`src/hw/rtl/w5d_pkg.sv`:
```
// ----------------------------------------------------------------------------
// w5d_pkg
// Shared widths and constants of the WENO5 derivative datapath.
// ----------------------------------------------------------------------------
package w5d_pkg;

  // Normalized samples are scaled so the largest magnitude has this many bits.
  localparam int NORM_BITS = 15;
  localparam int B_W       = 16;  // normalized sample, signed
  localparam int MB_W      = 16;  // magnitude of a normalized sample
  localparam int T_W       = 20;  // indicator terms, signed
  localparam int SQ_W      = 38;  // squared indicator term
  localparam int MSQ_W     = 31;  // largest squared sample
  localparam int S_W       = 40;  // smoothness indicator (scaled by 12)
  localparam int EPS_MUL_W = 24;
  localparam logic [EPS_MUL_W-1:0] EPS_MUL = 24'd13194140;
  localparam int EPS_SHIFT = 40;
  localparam int EPSP_W    = 55;
  localparam int RHO_BITS  = 15;
  localparam int RHO_W     = 16;  // ratio Smin/S, up to 2^15
  localparam int RSQ_W     = 31;  // squared ratio
  localparam int AL_W      = 34;  // weighted ratio and their sum
  localparam int LANES     = 3;   // candidate stencils

  // Constant divide by three, one byte per step.
  localparam int DIG_W        = 8;
  localparam int RECIP3_W     = 10;
  localparam logic [RECIP3_W-1:0] RECIP3 = 10'd683;
  localparam int RECIP3_SHIFT = 11;

  // Fraction bits of the normalized weights.
  function automatic int weight_frac(input int dw);
    return ((58 - dw) < 30) ? (58 - dw) : 30;
  endfunction

endpackage

```
`src/hw/rtl/w5d_mid.sv`:
```
// ----------------------------------------------------------------------------
// w5d_mid
// Unnormalized weights c_k * rho_k^2 (c = 1, 6, 3) and their sum.
// ----------------------------------------------------------------------------
module w5d_mid #(
  parameter int SIDE_W = 8
) (
  input  logic                                  clk,
  input  logic                                  rst_n,
  input  logic                                  in_valid,
  output logic                                  in_ready,
  input  logic [2:0][w5d_pkg::RHO_W-1:0]        rho,
  input  logic [SIDE_W-1:0]                     side_in,
  output logic                                  out_valid,
  input  logic                                  out_ready,
  output logic [2:0][w5d_pkg::AL_W-1:0]         alpha,
  output logic [w5d_pkg::AL_W-1:0]              dsum,
  output logic [SIDE_W-1:0]                     side_out
);
  import w5d_pkg::*;

  localparam int NST = 3;

  logic [NST-1:0] v_r;
  logic [NST:0]   en;

  assign en[NST] = out_ready;
  for (genvar i = 0; i < NST; i++) begin : g_en
    assign en[i] = ~v_r[i] | en[i+1];
  end
  assign in_ready  = en[0];
  assign out_valid = v_r[NST-1];

  always_ff @(posedge clk) begin
    if (!rst_n) begin
      v_r <= '0;
    end else begin
      if (en[0]) v_r[0] <= in_valid;
      for (int i = 1; i < NST; i++) begin
        if (en[i]) v_r[i] <= v_r[i-1];
      end
    end
  end

  // stage 0: square the ratios
  logic [2*RHO_W-1:0] rx [3];
  logic [2*RHO_W-1:0] rp [3];
  logic [RSQ_W-1:0]   rsq0_r [3];
  logic [SIDE_W-1:0]  sd0_r;

  always_comb begin
    for (int k = 0; k < 3; k++) begin
      rx[k] = (2*RHO_W)'(rho[k]);
      rp[k] = rx[k] * rx[k];
    end
  end

  always_ff @(posedge clk) begin
    if (en[0]) begin
      for (int k = 0; k < 3; k++) rsq0_r[k] <= rp[k][RSQ_W-1:0];
      sd0_r <= side_in;
    end
  end

  // stage 1: apply the linear weights 1, 6, 3
  logic [AL_W-1:0]   ex [3];
  logic [AL_W-1:0]   al1_r [3];
  logic [SIDE_W-1:0] sd1_r;

  always_comb begin
    for (int k = 0; k < 3; k++) ex[k] = AL_W'(rsq0_r[k]);
  end

  always_ff @(posedge clk) begin
    if (en[1]) begin
      al1_r[0] <= ex[0];
      al1_r[1] <= (ex[1] << 2) + (ex[1] << 1);
      al1_r[2] <= (ex[2] << 1) + ex[2];
      sd1_r    <= sd0_r;
    end
  end

  // stage 2: denominator
  logic [AL_W-1:0]   al2_r [3];
  logic [AL_W-1:0]   d2_r;
  logic [SIDE_W-1:0] sd2_r;

  always_ff @(posedge clk) begin
    if (en[2]) begin
      al2_r <= al1_r;
      d2_r  <= al1_r[0] + al1_r[1] + al1_r[2];
      sd2_r <= sd1_r;
    end
  end

  always_comb begin
    for (int k = 0; k < 3; k++) alpha[k] = al2_r[k];
  end
  assign dsum     = d2_r;
  assign side_out = sd2_r;

endmodule

```
`config.mk`:
```
export PLATFORM = sky130hd
export DESIGN_NAME = w5d_mid
export DESIGN_NICKNAME = d
export VERILOG_FILES = /design/src/hw/rtl/w5d_pkg.sv /design/src/hw/rtl/w5d_mid.sv
export SDC_FILE = /design/constraint.sdc
export NUM_CORES = 2
export LEC_CHECK = 0
export ABC_AREA = 1
export ABC_CLOCK_PERIOD_IN_PS = 20100
export BUFFER_PORTS_ARGS = -buffer_cell sky130_fd_sc_hd__buf_2
export CAP_MARGIN = 30
export CORE_MARGIN = 3
export CORE_UTILIZATION = 44
export DETAILED_ROUTE_END_ITERATION = 6
export PLACE_DENSITY = 0.62
export SYNTH_ARGS = -nofsm -noshare
export SYNTH_HDL_FRONTEND = slang
export SYNTH_SLANG_ARGS = --single-unit
```
`constraint.sdc`:
```
create_clock -name clk -period 20.1 [get_ports clk]
set_input_delay 3.015 -clock clk [delete_from_list [all_inputs] [get_ports clk]]
set_output_delay 3.015 -clock clk [all_outputs]
set_load 0.005 [all_outputs]
```
==> impl_metrics.yaml <==
run_status:
  run_status: "completed"
cells_and_area:
  final_core_util: 0.4843
  regArea_mm2: 0.01015
  multi_input_area_mm2: 0.02561
  syn_to_final_growth_pct: 8.458
  nFillCells: 9035
  final_nets: 6156
  drive_gt1_frac: 0.06921
timing:
  setup_viol: 0
  fin_tns_setup_ns: 0
  fin_skew_ns: 0.02671
  relSlewSlack: 0.3536
  finalHoldViolCount: 0
  fin_crit_ns: 8.057
  rsz0062_at_grt: "no"
  finalCritPeriodShare: 0.4009
  tightest_slew_ns: 0.9695
  fmax_mhz: 124.1
  slew_violations: 0
cts:
  cts_resized: 0
  hold_buffers: 0
  cts_tree: "done"
  htreeDepth: 2
  clock-sinks: 339
  clk_latency_ns: 0.57
  clk_pin_slew_ns: 0.06
  clockBufferDepth: 3
  cts_buffers: 40
  post_cts_buffers: 0
  cts_root_buf: "clkbuf_16"
synthesis:
  synth.avg_cell_area_um2: 8.204
  ys_seq_elements: 339
  syn-cell-area_mm2: 0.04124
  synth_cell_type_count: 36
  ys.warnings.count: 0
  synth_seq_area_share: 0.2461
  netlist_instances: 5027
worst_setup_path:
  worst-path-max-fanout: 64
  crit_path_start_kind: "input pin"
  crit_start: "out_ready"
  setup.worst_path.end_class: "output port"
  r2r-start: "v_r[2]"
  critical_path_required_ns: 17.09
  cp.arrival_ns: 5.04
  crit_type: "in -> out"
placement:
  hpwl_um: 83650
  portBuffers: 199
  gp_congestion: 0.9594
floorplanning:
  coreArea_mm2: 0.09236
  die_area_mm2: 0.09744
  die_h_um: 312.2
  start_util: 0.4465
  fp.dieW_um: 312.2
  io_pins: 206
  num_rows: 111
worst_hold_path:
  min-delay-start: "rsq0_r[0][20]"
  hp-class: "reg -> reg"
global_route:
  grt_max_degree: 76
  grt_overflow: 0
  grt_pass1_vias: 30290
  grt_use_met2: 0.3334
  grt_pass1_wl_um: 159100
  global_route.usage.met3: 0.02288
  globalRouteMet1Util: 0.2953
  antenna_found_initial: 4
  grt_use_total: 0.2029
  top_usage_layer: "met2"
drt:
  vias_per_cell: 4.714
  drcViolationCount: 0
  drtIter0Drc: 1995
  avgRoutedWirePerCell_um: 15.04
  routed_wirelength_um: 97160
  dr.pass1.iters: 6
  via_count: 30455
  antenna_left: 0
job:
  drv_cap: 0
==> cells in the final DEF, fill, tap and decap left out, types with 3 or more instances in the layout <==
cell	instances
nand2_1	1465
inv_1	1367
fa_1	518
ha_1	390
edfxtp_1	336
nor2_1	227
buf_2	199
nand3_1	170
a21oi_1	112
xor2_1	106
clkbuf_16	41
nand4_1	35
nand2_2	34
o21bai_1	27
nor3_1	20
nor2_2	18
xnor2_1	17
o21ai_0	13
and2_1	12
nor3_2	12
nand3_2	11
conb_1	8
a21oi_2	7
or2_2	7
clkinv_1	7
clkinv_2	7
a21o_1	6
clkbuf_1	6
inv_2	5
clkinvlp_4	5
buf_4	4
a31o_2	3
nand2b_1	3
dfxtp_1	3
==> metrics by stage <==
| step | hold slack [ns] | setup slack (ns) | instance area [um2] | std cells |
|---|---|---|---|---|
| 2_1_floorplan | 0.4003 | 8.588 | 41270 | 5034 |
| 3_3_place_gp | 0.4006 | 11.75 | 43500 | 6389 |
| 3_5_place_dp | 0.4045 | 11.70 | 43500 | 6389 |
| 4_1_cts | 0.4126 | 11.97 | 44730 | 6459 |
| 5_1_grt | 0.4237 | 11.86 | 44730 | 6459 |
| 6_report | 0.4119 | 12.04 | 44730 | 6460 |
==> logic make-up after synthesis <==
| group | after synthesis | synth area share |
|---|---|---|
| xor+xnor | 123 | 0.02612 |
| buf+inv | 1464 | 0.1340 |
| fa+ha+maj | 908 | 0.3698 |
| simple gates | 2022 | 0.2004 |
| other cells | 1 | 0.00009093 |
| compound gates | 170 | 0.02360 |
| flops | 339 | 0.2461 |
==> worst max-delay path, cell delays in order <==
cell	delay, ns
buf_2	0.07
inv_1	0.05
nand2_4	0.62
nor2_1	0.27
nand2_4	0.10
buf_4	0.60
buf_2	0.24
==> layer usage <==
metal  part of all wire  vias to the layer above  routed length, um
met5            0.00013                        -                 13
met3              0.055                       73               5326
met2               0.46                      715              44690
met4              0.013                        2               1260
li1                   -                    15232                  -
met1               0.47                    14433              45860
==> final cells by class <==
class	instances	area share
well taps	1243	0.03477
repair buffers	203	0.02294
flip-flops and latches	339	0.2269
diodes	1	0.00005594
clock buffers	47	0.02344
multi-input cells	3231	0.5725
clock inverters	23	0.004112
inverters	1373	0.1153
==> cell usage after synthesis <==
library cell,n,area [um2]
nor3_2,12,120.1
o21bai_1,27,202.7
or2_4,1,8.760
ha_1,390,4880
clkbuf_1,83,311.6
nand3_2,11,110.1
buf_4,8,60.06
nand3_1,170,850.8
nor2_2,18,112.6
o21ai_1,1,5.000
xnor2_1,17,148.9
nor2_1,227,852.1
or2_0,1,6.260
inv_2,5,18.77
edfxtp_1,336,10090
dfxtp_1,3,60.06
nand2b_1,3,18.77
conb_1,1,3.750
a21oi_2,7,61.31
fa_1,518,10370
inv_1,1368,5135
a31o_2,3,26.28
and2_1,12,75.07
or2_2,7,43.79
o21a_1,1,7.510
o21ai_0,13,65.06
nand4_1,35,219.0
nand2_2,34,212.7
xor2_1,106,928.4
nand2_1,1467,5507
a21o_1,6,45.04
or2_1,1,6.260
nor4_1,2,12.51
nand3b_1,1,7.510
a21oi_1,112,560.5
nor3_1,20,100.1
==> flip-flops by register name, indices dropped and copies added (netlist names) <==
| signal | count |
|---|---|
| side_out | 8 |
| sd1_r | 8 |
| alpha | 94 |
| dsum | 34 |
| v_r | 3 |
| sd0_r | 8 |
| rsq0_r | 90 |
| al1_r | 94 |
==> path summary, 6_finish.rpt <==
path / endpoint / slack, ns / depth (start not counted)
max: in_ready / 12.04 / 7
min: al1_r[88] / 0.41 / 0
max reg2reg: rsq0_r[1][16] / 17.03 / 5
min reg2reg: al1_r[88] / 0.41 / 0
Power is not shown: default switching activity piles up to over one toggle a cycle in this logic, so the estimate is an artifact.
